### src/hw/rtl/assert_macros.svh
// Assertion macros shared by the RTL
`ifndef ASSERT_MACROS_SVH
`define ASSERT_MACROS_SVH
// Check an implication on every clock edge outside reset
`define ASSERT_IMP(label, ante, cons) \
    label: assert property (@(posedge i_clk) disable iff (!i_rst_n) (ante) |-> (cons)) \
        else $error("assertion failed");
// Check that an expression never holds outside reset
`define ASSERT_NEVER(label, expr) \
    label: assert property (@(posedge i_clk) disable iff (!i_rst_n) !(expr)) \
        else $error("assertion failed");
`endif

### src/hw/rtl/spm_pkg.sv
// Package: types and constants of the sparse polynomial multiplier
package spm_pkg;
    localparam int MaxTerms = 8;
    localparam int TermIdxW = $clog2(MaxTerms);
    localparam int CountW   = $clog2(MaxTerms + 1);
    localparam int ProdCap  = MaxTerms * MaxTerms;
    localparam int ProdIdxW = $clog2(ProdCap);
    localparam int ProdCntW = $clog2(ProdCap + 1);
    localparam int QueueDepth = 2;

    typedef enum logic [1:0] {
        OP_LOAD_A = 2'd0,
        OP_LOAD_B = 2'd1,
        OP_MUL    = 2'd2,
        OP_NONE   = 2'd3
    } t_opcode;

    // Request passed from the front part to the back part
    typedef struct packed {
        logic              is_mul;
        logic              to_b;
        logic              full;
        logic [31:0]       coeff;
        logic signed [15:0] expo;
    } t_req;
endpackage

### src/hw/rtl/spm_front.sv
// Front part: accept requests, classify them and queue them for the back part
module spm_front (
    input  logic           i_clk,
    input  logic           i_rst_n,
    input  logic           i_valid,
    output logic           o_stall,
    input  logic [1:0]     i_opcode,
    input  logic signed [31:0] i_term_coeff,
    input  logic signed [15:0] i_term_exponent,
    output logic           o_req_valid,
    input  logic           i_req_take,
    output spm_pkg::t_req  o_req
);
    import spm_pkg::*;

    localparam int QIdxW = $clog2(QueueDepth);

    t_req              r_q [QueueDepth];
    logic [QIdxW-1:0]  r_wr, r_rd;
    logic [QIdxW:0]    r_cnt;
    logic              push, pop;
    t_req              n_req;

    assign o_stall     = (r_cnt == (QIdxW+1)'(QueueDepth));
    assign o_req_valid = (r_cnt != '0);
    assign o_req       = r_q[r_rd];

    // Classify: opcode 3 is dropped here and never queued
    assign push = i_valid && !o_stall && (t_opcode'(i_opcode) != OP_NONE);
    assign pop  = o_req_valid && i_req_take;

    always_comb begin
        n_req        = '0;
        n_req.is_mul = (t_opcode'(i_opcode) == OP_MUL);
        n_req.to_b   = (t_opcode'(i_opcode) == OP_LOAD_B);
        n_req.coeff  = i_term_coeff;
        n_req.expo   = i_term_exponent;
    end

    always_ff @(posedge i_clk) begin
        if (push) begin
            r_q[r_wr] <= n_req;
        end
    end

    // Advance queue pointers
    always_ff @(posedge i_clk) begin
        if (!i_rst_n) begin
            r_wr  <= '0;
            r_rd  <= '0;
            r_cnt <= '0;
        end else begin
            if (push) r_wr <= r_wr + 1'b1;
            if (pop)  r_rd <= r_rd + 1'b1;
            r_cnt <= r_cnt + (QIdxW+1)'(push) - (QIdxW+1)'(pop);
        end
    end
endmodule

### src/hw/rtl/spm_back.sv
// Back part: term stores, pairwise products and merge table, result emission
module spm_back (
    input  logic           i_clk,
    input  logic           i_rst_n,
    input  logic           i_req_valid,
    output logic           o_req_take,
    input  spm_pkg::t_req  i_req,
    output logic           o_valid,
    input  logic           i_stall,
    output logic signed [31:0] o_result_coeff,
    output logic signed [16:0] o_result_exponent,
    output logic           o_is_last,
    output logic           o_is_empty,
    output logic           o_dropped_terms
);
    import spm_pkg::*;

    typedef enum logic [2:0] {
        S_IDLE, S_MUL, S_SCAN_RD, S_SCAN, S_EMIT_RD, S_EMIT
    } t_state;

    t_state                r_state;
    logic [31:0]           r_a_c [MaxTerms];
    logic signed [15:0]    r_a_e [MaxTerms];
    logic [31:0]           r_b_c [MaxTerms];
    logic signed [15:0]    r_b_e [MaxTerms];
    logic [CountW-1:0]     r_a_cnt, r_b_cnt;
    logic                  r_ovf, r_drop;
    logic [TermIdxW-1:0]   r_i, r_j;
    logic                  r_last_pair;
    logic [31:0]           r_pc;
    logic signed [16:0]    r_pe;
    logic [31:0]           r_tc [ProdCap];
    logic signed [16:0]    r_te [ProdCap];
    logic [ProdCntW-1:0]   r_pcnt, r_k;
    logic [31:0]           r_rd_c;
    logic signed [16:0]    r_rd_e;
    logic                  r_out_v;
    logic [31:0]           r_oc;
    logic signed [16:0]    r_oe;
    logic                  r_ol, r_oem, r_od;
    logic                  out_free, hit;
    logic [TermIdxW-1:0]   a_last, b_last;

    assign out_free   = !r_out_v || !i_stall;
    assign o_req_take = (r_state == S_IDLE) && out_free;
    assign a_last = TermIdxW'(r_a_cnt - 1'b1);
    assign b_last = TermIdxW'(r_b_cnt - 1'b1);
    // Compare against the table entry registered in the previous cycle
    assign hit = (r_k != r_pcnt) && (r_rd_e == r_pe);

    assign o_valid           = r_out_v;
    assign o_result_coeff    = r_oc;
    assign o_result_exponent = r_oe;
    assign o_is_last         = r_ol;
    assign o_is_empty        = r_oem;
    assign o_dropped_terms   = r_od;

    // Store loaded terms
    always_ff @(posedge i_clk) begin
        if (o_req_take && i_req_valid && !i_req.is_mul) begin
            if (!i_req.to_b && r_a_cnt != CountW'(MaxTerms)) begin
                r_a_c[r_a_cnt[TermIdxW-1:0]] <= i_req.coeff;
                r_a_e[r_a_cnt[TermIdxW-1:0]] <= i_req.expo;
            end
            if (i_req.to_b && r_b_cnt != CountW'(MaxTerms)) begin
                r_b_c[r_b_cnt[TermIdxW-1:0]] <= i_req.coeff;
                r_b_e[r_b_cnt[TermIdxW-1:0]] <= i_req.expo;
            end
        end
    end

    // Write merge table: add on a hit, append at the end of the scan; register reads
    always_ff @(posedge i_clk) begin
        if (r_state == S_SCAN) begin
            if (hit) begin
                r_tc[r_k[ProdIdxW-1:0]] <= r_rd_c + r_pc;
            end else if (r_k == r_pcnt) begin
                r_tc[r_k[ProdIdxW-1:0]] <= r_pc;
                r_te[r_k[ProdIdxW-1:0]] <= r_pe;
            end
        end
        if (r_state == S_SCAN_RD || r_state == S_EMIT_RD) begin
            r_rd_c <= r_tc[r_k[ProdIdxW-1:0]];
            r_rd_e <= r_te[r_k[ProdIdxW-1:0]];
        end
    end

    // Form one product per pair
    always_ff @(posedge i_clk) begin
        if (r_state == S_MUL) begin
            r_pc <= 32'(r_a_c[r_i] * r_b_c[r_j]);
            r_pe <= 17'(r_a_e[r_i]) + 17'(r_b_e[r_j]);
            r_last_pair <= (r_i == a_last) && (r_j == b_last);
        end
    end

    // Sequence pairs, scans and emission; hold output register
    always_ff @(posedge i_clk) begin
        if (!i_rst_n) begin
            r_state <= S_IDLE;
            r_a_cnt <= '0;
            r_b_cnt <= '0;
            r_ovf   <= 1'b0;
            r_out_v <= 1'b0;
            r_i <= '0; r_j <= '0; r_k <= '0; r_pcnt <= '0; r_drop <= 1'b0;
        end else begin
            if (r_out_v && !i_stall) r_out_v <= 1'b0;
            case (r_state)
                S_IDLE: begin
                    if (o_req_take && i_req_valid) begin
                        if (!i_req.is_mul) begin
                            if (!i_req.to_b) begin
                                if (r_a_cnt == CountW'(MaxTerms)) r_ovf <= 1'b1;
                                else r_a_cnt <= r_a_cnt + 1'b1;
                            end else begin
                                if (r_b_cnt == CountW'(MaxTerms)) r_ovf <= 1'b1;
                                else r_b_cnt <= r_b_cnt + 1'b1;
                            end
                        end else if (r_a_cnt == '0 || r_b_cnt == '0) begin
                            r_out_v <= 1'b1;
                            r_oc <= '0; r_oe <= '0;
                            r_ol <= 1'b1; r_oem <= 1'b1; r_od <= r_ovf;
                            r_a_cnt <= '0; r_b_cnt <= '0; r_ovf <= 1'b0;
                        end else begin
                            r_drop <= r_ovf;
                            r_i <= '0; r_j <= '0; r_pcnt <= '0;
                            r_state <= S_MUL;
                        end
                    end
                end
                S_MUL: begin
                    r_k <= '0;
                    r_state <= S_SCAN_RD;
                    if (r_j == b_last) begin
                        r_j <= '0;
                        r_i <= r_i + 1'b1;
                    end else begin
                        r_j <= r_j + 1'b1;
                    end
                end
                S_SCAN_RD: begin
                    r_state <= S_SCAN;
                end
                S_SCAN: begin
                    if (hit || r_k == r_pcnt) begin
                        if (!hit) r_pcnt <= r_pcnt + 1'b1;
                        if (r_last_pair) begin
                            r_k <= '0;
                            r_state <= S_EMIT_RD;
                        end else begin
                            r_state <= S_MUL;
                        end
                    end else begin
                        r_k <= r_k + 1'b1;
                        r_state <= S_SCAN_RD;
                    end
                end
                S_EMIT_RD: begin
                    r_state <= S_EMIT;
                end
                S_EMIT: begin
                    if (out_free) begin
                        r_out_v <= 1'b1;
                        r_oc <= r_rd_c; r_oe <= r_rd_e;
                        r_ol <= (r_k + 1'b1 == r_pcnt);
                        r_oem <= 1'b0; r_od <= r_drop;
                        if (r_k + 1'b1 == r_pcnt) begin
                            r_a_cnt <= '0; r_b_cnt <= '0; r_ovf <= 1'b0;
                            r_state <= S_IDLE;
                        end else begin
                            r_k <= r_k + 1'b1;
                            r_state <= S_EMIT_RD;
                        end
                    end
                end
                default: r_state <= S_IDLE;
            endcase
        end
    end
endmodule

### src/hw/rtl/sparse_polynomial_multiplier_unit.sv
// Load: one request per cycle through a 2-deep queue while o_stall is low.
// Multiply: each term pair passes S_MUL, then S_SCAN_RD and S_SCAN per merge table
// entry passed over, then S_EMIT_RD and S_EMIT per result term; the single product/merge unit takes one pair at a time.
// Empty operand multiply: the result is written into the output register from S_IDLE.
// Reset (synchronous, active low) empties queue, counts, overflow flag, output.
// Top level: front classifier, request queue and back-end multiplier
module sparse_polynomial_multiplier_unit (
    input  logic               i_clk,
    input  logic               i_rst_n,
    input  logic               i_valid,
    output logic               o_stall,
    input  logic [1:0]         i_opcode,
    input  logic signed [31:0] i_term_coeff,
    input  logic signed [15:0] i_term_exponent,
    output logic               o_valid,
    input  logic               i_stall,
    output logic signed [31:0] o_result_coeff,
    output logic signed [16:0] o_result_exponent,
    output logic               o_is_last,
    output logic               o_is_empty,
    output logic               o_dropped_terms
);
    import spm_pkg::*;
    `include "assert_macros.svh"

    logic req_valid, req_take;
    t_req req;

    spm_front u_front (
        .i_clk, .i_rst_n, .i_valid, .o_stall, .i_opcode, .i_term_coeff,
        .i_term_exponent, .o_req_valid(req_valid), .i_req_take(req_take), .o_req(req)
    );

    spm_back u_back (
        .i_clk, .i_rst_n, .i_req_valid(req_valid), .o_req_take(req_take),
        .i_req(req), .o_valid, .i_stall, .o_result_coeff, .o_result_exponent,
        .o_is_last, .o_is_empty, .o_dropped_terms
    );

    // Empty results carry zero term fields and close the multiply
    `ASSERT_IMP(a_empty_fields, o_valid && o_is_empty, o_is_last && o_result_coeff == '0)
    // A stalled result holds its value
    `ASSERT_IMP(a_hold, $past(o_valid && i_stall) && i_rst_n && $past(i_rst_n), o_valid && $stable(o_result_coeff))
    // No request taken while a stalled result is still waiting on the back side
    `ASSERT_NEVER(a_take_stall, req_take && o_valid && i_stall)
endmodule
### config.mk
export PLATFORM = sky130hd
export DESIGN_NAME = sparse_polynomial_multiplier_unit
export DESIGN_NICKNAME = d
export VERILOG_FILES = /design/src/hw/rtl/spm_pkg.sv /design/src/hw/rtl/spm_front.sv /design/src/hw/rtl/spm_back.sv /design/src/hw/rtl/sparse_polynomial_multiplier_unit.sv
export VERILOG_INCLUDE_DIRS = /design/src /design/src/hw/rtl
export SDC_FILE = /design/constraint.sdc
export NUM_CORES = 2
export LEC_CHECK = 0
export ABC_AREA = 1
export BUFFER_PORTS_ARGS = -buffer_cell sky130_fd_sc_hd__buf_2
export CORE_MARGIN = 3
export CORE_UTILIZATION = 34
export DETAILED_ROUTE_END_ITERATION = 10
export GPL_ROUTABILITY_DRIVEN = 1
export PLACE_DENSITY = 0.45
export RECOVER_POWER = 50
export REMOVE_ABC_BUFFERS = 1
export SLEW_MARGIN = 5
export SYNTH_ARGS = -nofsm -noshare
export SYNTH_HDL_FRONTEND = slang
export SYNTH_SLANG_ARGS = --single-unit
### constraint.sdc
create_clock -name i_clk -period 9.39 [get_ports i_clk]
set_input_delay 0 -clock i_clk [delete_from_list [all_inputs] [get_ports i_clk]]
set_output_delay 0 -clock i_clk [all_outputs]
set_load 0.05 [all_outputs]
Word-level counts from Yosys, hierarchy flattened
Memory sizes are Yosys's and may differ from the RTL's. A register that Yosys moved wholly into a read port is not among the register bits. Cells that the tools add are included.

Bits in registers: 140. Bits in latches: 0. RAM bits: 4004. Memory bits (read-only): 0. Output and inout bits: 54. Memories: 7.

Memories: u_back.r_tc (words 64, width 32, read ports 1, clocked after memory_dff 1, write ports 1, RTL line spm_back.sv:33) `logic [31:0] r_tc [ProdCap];`; u_back.r_te (words 64, width 17, read ports 1, clocked after memory_dff 1, write ports 1, RTL line spm_back.sv:34) `logic signed [16:0] r_te [ProdCap];`; u_back.r_a_c (words 8, width 32, read ports 1, clocked after memory_dff 1, write ports 1, RTL line spm_back.sv:23) `logic [31:0] r_a_c [MaxTerms];`; u_back.r_b_c (words 8, width 32, read ports 1, clocked after memory_dff 1, write ports 1, RTL line spm_back.sv:25) `logic [31:0] r_b_c [MaxTerms];`; u_back.r_a_e (words 8, width 16, read ports 1, clocked after memory_dff 1, write ports 1, RTL line spm_back.sv:24) `logic signed [15:0] r_a_e [MaxTerms];`; u_back.r_b_e (words 8, width 16, read ports 1, clocked after memory_dff 1, write ports 1, RTL line spm_back.sv:26) `logic signed [15:0] r_b_e [MaxTerms];`; +1 memories.

$add $sub $neg: 14. Multipliers: 1. Divide/modulo/power cells: 0. Order comparisons: 0. Equal/unequal tests: 37. Shift-type cells: 0. Multiplexer cells: 102. Bitwise operators: 2. Reduce and logical (&&, ||, !) cells: 37.

Operators with widths (count): 32-bit two-way mux (5); 17-bit two-way mux (4); 32-bit one-hot mux with 2 select lines (1); 7-bit two-way mux (9); 3-bit two-way mux (20); 4-bit two-way mux (11); 1-bit two-way mux (39); 17-bit one-hot mux with 2 select lines (1); 32-bit adder (1); 32-bit by 32-bit multiplier with 32-bit output (1); 7-bit one-hot mux with 3 select lines (1); 7-bit AND reduction (3); 3-bit one-hot mux with 6 select lines (1); 16-bit by 16-bit adder with 17-bit output (1); 17-bit == test (1); 2-bit != test (second input constant) (8); 4-bit one-hot mux with 2 select lines (2); 4-bit AND reduction (4); 7-bit by 1-bit adder with 7-bit output (second input constant) (2); 7-bit == test (2); 7-bit one-hot mux with 2 select lines (1); 3-bit by 2-bit != test with 1-bit output (second input constant) (4); 3-bit one-hot mux with 2 select lines (2); 6-bit AND reduction (2); 31 further kinds (67).

Depth between registers and ports, before layout
Depth after elaboration: 8. Depth in mapped cells: 38.

By module
Synthesis repeated with hierarchy kept, for this count alone.

Cells, all modules: 12289. Area, all modules: 174612.5 µm².

By module, submodules not included: spm_back (instances 1, cells an instance 12088, area each 170466.0 µm²); spm_front (instances 1, cells an instance 201, area each 4146.5 µm²).

Worst setup path after synthesis
No wires, ideal clock.

Kind: flip-flop to flip-flop. Start: register with a tool-made name. End: register u_back.r_pc[30], data pin. Arrival time: 6.977 ns. Data required time: 9.132 ns. Setup slack: 2.155 ns. Cell stages (with the launch flop): 35. Cells stage by stage: dfxtp_1 -> buf_6 -> inv_4 -> buf_4 -> o21ai_0 -> nand2_1 -> nand2_1 -> nand2_1 -> buf_2 -> inv_1 -> clkbuf_1 -> nor2_1 -> fa_1 -> inv_1 -> fa_1 -> fa_1 -> fa_1 -> inv_1 -> fa_1 -> inv_1 -> fa_1 -> inv_1 -> fa_1 -> fa_1 -> ha_1 -> nand2_1 -> nor2_1 -> inv_1 -> nor4_1 -> nand2_1 -> o211ai_1 -> a21oi_1 -> nor2_1 -> nor2_1 -> xnor2_1.

RTL lines: end signal, assigned (RTL line spm_back.sv:92) `r_pc <= 32'(r_a_c[r_i] * r_b_c[r_j]);`; end, declared (RTL line spm_back.sv:31) `logic [31:0] r_pc;`.

Final worst setup path
Start: register u_back.r_k[0]. End: memory u_back.r_tc[11][3], enable pin.

Cells in the longest elaborated chain, start to end: 6. Elaborated cells on any way between the ends: 11. Those cells by class: eq/ne (2); mux (7); bitwise (1); reduce/logical (1).

RTL lines: start, declared (RTL line spm_back.sv:35) `logic [ProdCntW-1:0] r_pcnt, r_k;`; start signal, assigned (RTL line spm_back.sv:155) `r_k <= r_k + 1'b1;`; start signal, assigned (RTL line spm_back.sv:172) `r_k <= r_k + 1'b1;`; 7-bit == test / 7-bit != test (equally long branches) (RTL line spm_back.sv:78, spm_back.sv:50); 1-bit two-way mux / 1-bit logical AND (equally long branches) (RTL line spm_back.sv:78, spm_back.sv:50); 1-bit two-way mux (RTL line spm_back.sv:76) `if (hit) begin`; 1-bit two-way mux (RTL line spm_back.sv:75) `if (r_state == S_SCAN) begin`; 1-bit two-way mux (on tied branches) (RTL line spm_back.sv:79, spm_back.sv:77); 1-bit OR (no line); end, declared (RTL line spm_back.sv:33).

Several ways; a longest one is shown, not always the timed one.

==> qor.csv <==
metric,value,unit
CP max-delay cell,clkbuf_1,
CTS tree,yes,
top layer reached by signal wires,met5,
vias in the first global route,107000,
H-tree lvl count,5,
Post-DP HPWL,343000,um
Final Skew,0.0964,ns
Critical path origin,u_back.r_k[0]$_SDFFE_PN0P_,
FF-to-FF Start,u_back.r_k[0]$_SDFFE_PN0P_,
die area,523000,sq um
Top Ports,108,
GRT overflow,0,
clock net sink count,4200,
Mapped Cells,12500,
most common flop cell mapped by yosys,edfxtp_1,
Fmax,0.115,GHz
Reg2Reg Depth,8,
DR DRC count,0,
CTS Buf Count,443,
"CTS clk-pin slew, worst paths",0.06,ns
first-pass GRT wire length,814000,um
Port Buffers,107,
CP top delay family,buffers and inverters,
worst rel slew slack,-178,%
wl on met1,258000,um
initial antenna violation count,41,
Nets,13600,
Mapped Area,175000,sq um
Hold EP,u_front.r_q[0][14]$_DFFE_PP_,
P&R area growth vs syn,14.3,%
reg2reg end,u_back.r_tc[11][3]$_DFFE_PP_,
worst hold start,i_term_exponent[14],
synthesized area per cell,14.0,sq um
"EDFF count, synth",4155,
CP Class,reg -> reg,
largest net degree at the start of global routing,114,
Synth area leaders,"edfxtp_1 71%, nand2_1 4.8%, fa_1 4.7%",
wire per inst,28.9,um
register area,126000,sq um
"Clk Latency, worst-skew pair",1.03,ns
layout cells sized above 1,9.21,%
CTS max path bufs,4,
routed wl met3,39400,um
CP arrival,9.35,ns
synth unique cells,62,
Avg Vias per Cell,5.39,
met2 WL post-DR,268000,um
Hold Path Stages,3,
worst endpoint required time,10.03,ns
RSZ-0062 raised after global routing,false,
TritonRoute pass-1 iters,6,
CP startpoint kind,flop,
initial core utilization,34.2,%
crit-path max cell delay,2.29,ns
post-synthesis register bit count,4200,
final worst-path cycle share,92.8,%
GPL Wtd Cong,0.858,
Overall Global Routing Usage,21.7,%
sequential-to-total area share from yosys stat,71.9,%
Critical Path End Type,flop,
DR iter-0 viols,11000,
share of flip-flops with an asynchronous set or reset,0,%
Root Buffer,clkbuf_16,
final core occ,39.1,%
violated checks,"max-capacitance violations, max-slew violations",
Final TNS setup,0,ns
Synth warnings,0,
area of the multi-input gates,43800,sq um
outcome,"finished, violations left",
share of the synthesized area in the top cell type,71.4,%
Post-Route WL,580000,um
FF-to-FF setup slack,0.68,ns
Yosys top cell by area,edfxtp_1,
total number of vias,108000,
Slew @ Worst Pin,4.17,ns
CP Max Fanout,34,
Die H,723,um
row count,262,
Final ANT Viol Nets,0,
Final Hold Violating Endpoints,0,
Setup Viol. Count Final,0,
Core Region,511000,sq um
minimum clock period,8.71,ns
postcts setup bufs,0,
Layout fillers,47600,
DIE WIDTH,723,um
max-capacitance violation count,77,
WP buf/inv,6,
Final Slew Violations,3543,
hold crit path type,in -> reg,
"critical path, cell by cell","clkinvlp_2, nor3_1, clkbuf_1, clkbuf_1, inv_2, buf_4, nor3_2, buf_4",
-- area by class of cell --
cell class | count | share of cell area (%)
multi-input combinational | 6720 | 21.9
antenna | 10 | 0.0125
timing repair buffer | 636 | 2.35
inverter | 937 | 1.77
clock buffer | 579 | 5.88
tap | 6732 | 4.21
sequential | 4200 | 62.9
clock inverter | 234 | 0.979
-- cell families (layout without fill, tap and decap cells) --
group / count (synthesis) / in the layout / share of synthesized area, %
AO/OA/AOI/OAI: 1903 / 1903 / 7.86
XOR/XNOR: 112 / 112 / 0.565
adder cells (fa/ha/maj): 590 / 590 / 5.98
buffers and inverters: 1582 / 2386 / 3.65
flip-flops: 4200 / 4200 / 71.9
multiplexers: 48 / 48 / 0.309
other: 0 / 10 / 0
AND/OR/NAND/NOR: 4067 / 4067 / 9.76
-- cell usage after synthesis, types with 67 or more instances --
cell type  number
buf_1          95
a22o_1        364
nand3_1       268
ha_1          180
a22oi_1       513
inv_1         903
o21ai_1        72
xor2_1         67
fa_1          410
buf_2         119
nor3_1        163
a21oi_1       209
nand4_1       410
o21ai_0       266
nor2_1        901
clkbuf_1      382
nand2_1      2244
a221oi_1      346
edfxtp_1     4155
-- layer usage --
layer / vias up / global-route usage, %
li1: 46800 / -
met1: 56700 / 31.1
met2: 3964 / 34.9
met3: 700 / 3.01
met4: 8 / 4.92
met5: - / 0
-- worst register-to-register path: stages, from the launching register on --
cell and delay, ns:
dfxtp_1 0.65, clkinvlp_2 0.47, nor3_1 2.21, clkbuf_1 2.30, clkbuf_1 0.98, inv_2 0.31, buf_4 0.40, nor3_2 0.24
buf_4 0.67
-- placed cells by master, fill, tap and decap left out, types with 9 or more instances in the layout --
master / instances
xnor2_1: 43
clkinv_1: 128
inv_2: 19
ha_1: 180
buf_2: 51
edfxtp_1: 4155
fa_1: 410
dfxtp_1: 39
bufinv_16: 25
clkbuf_1: 263
xor2_1: 67
nand2_1: 2236
buf_4: 313
nor3_1: 33
diode_2: 10
or2_2: 24
a21oi_1: 209
nor2_4: 13
nor3_2: 131
o22ai_1: 39
inv_6: 10
o21ai_1: 73
mux2_1: 48
nand3_1: 269
a22o_1: 364
a221oi_1: 346
o21ai_0: 248
buf_12: 21
nor4_1: 10
inv_1: 899
o21ai_4: 19
clkbuf_16: 448
a21boi_0: 9
dlygate4sd3_1: 112
nand4_1: 410
nand2_2: 32
nor2_1: 890
a31oi_1: 40
a22oi_1: 513
clkinv_2: 62
-- per-stage QoR --
step / setup WS (ns) / hold WS [ns] / instance area, sq um / instances
global route: 0.249 / 0.196 / 200000 / 20000
finish: 0.679 / 0.235 / 200000 / 20000
global placement: 0.601 / 0.188 / 186000 / 19100
floorplan: -21.49 / 0.0935 / 172000 / 11900
detailed placement: 0.650 / 0.191 / 186000 / 19100
CTS: 0.710 / 0.119 / 200000 / 20000
-- how the worst max path moves through the flow --
stage                                         to  cells after the start
detailed placement     u_back.r_pc[30]$_DFFE_PP_                     29
global placement       u_back.r_pc[30]$_DFFE_PP_                     28
finish              u_back.r_tc[11][3]$_DFFE_PP_                      8
floorplan           u_back.r_tc[12][0]$_DFFE_PP_                      4
CTS                    u_back.r_pc[30]$_DFFE_PP_                     29
global route           u_back.r_pc[30]$_DFFE_PP_                     28
-- state kept, by name (all words and copies together), names as in the netlist, 2 cells and up, named ones only --
signal                    flops
u_back.o_result_coeff        32
u_back.o_result_exponent     17
u_back.r_a_c                256
u_back.r_a_cnt                4
u_back.r_a_e                128
u_back.r_b_c                256
u_back.r_b_cnt                4
u_back.r_b_e                128
u_back.r_i                    3
u_back.r_j                    3
u_back.r_k                    7
u_back.r_pc                  32
u_back.r_pcnt                 7
u_back.r_pe                  17
u_back.r_rd_c                32
u_back.r_rd_e                17
u_back.r_state                3
u_back.r_tc                2048
u_back.r_te                1088
u_front.r_cnt                 2
u_front.r_q                 100
-- what timing repair did --
action | 4_1_cts | 5_1_grt
endpoints found under the setup margin | 0 | 0
hold endpoints to repair | 206 | 0
hold buffers | 112 | 0
gates resized for setup | 0 | 0
Power is not shown: default switching activity piles up to over one toggle a cycle in this logic, so the estimate is an artifact.
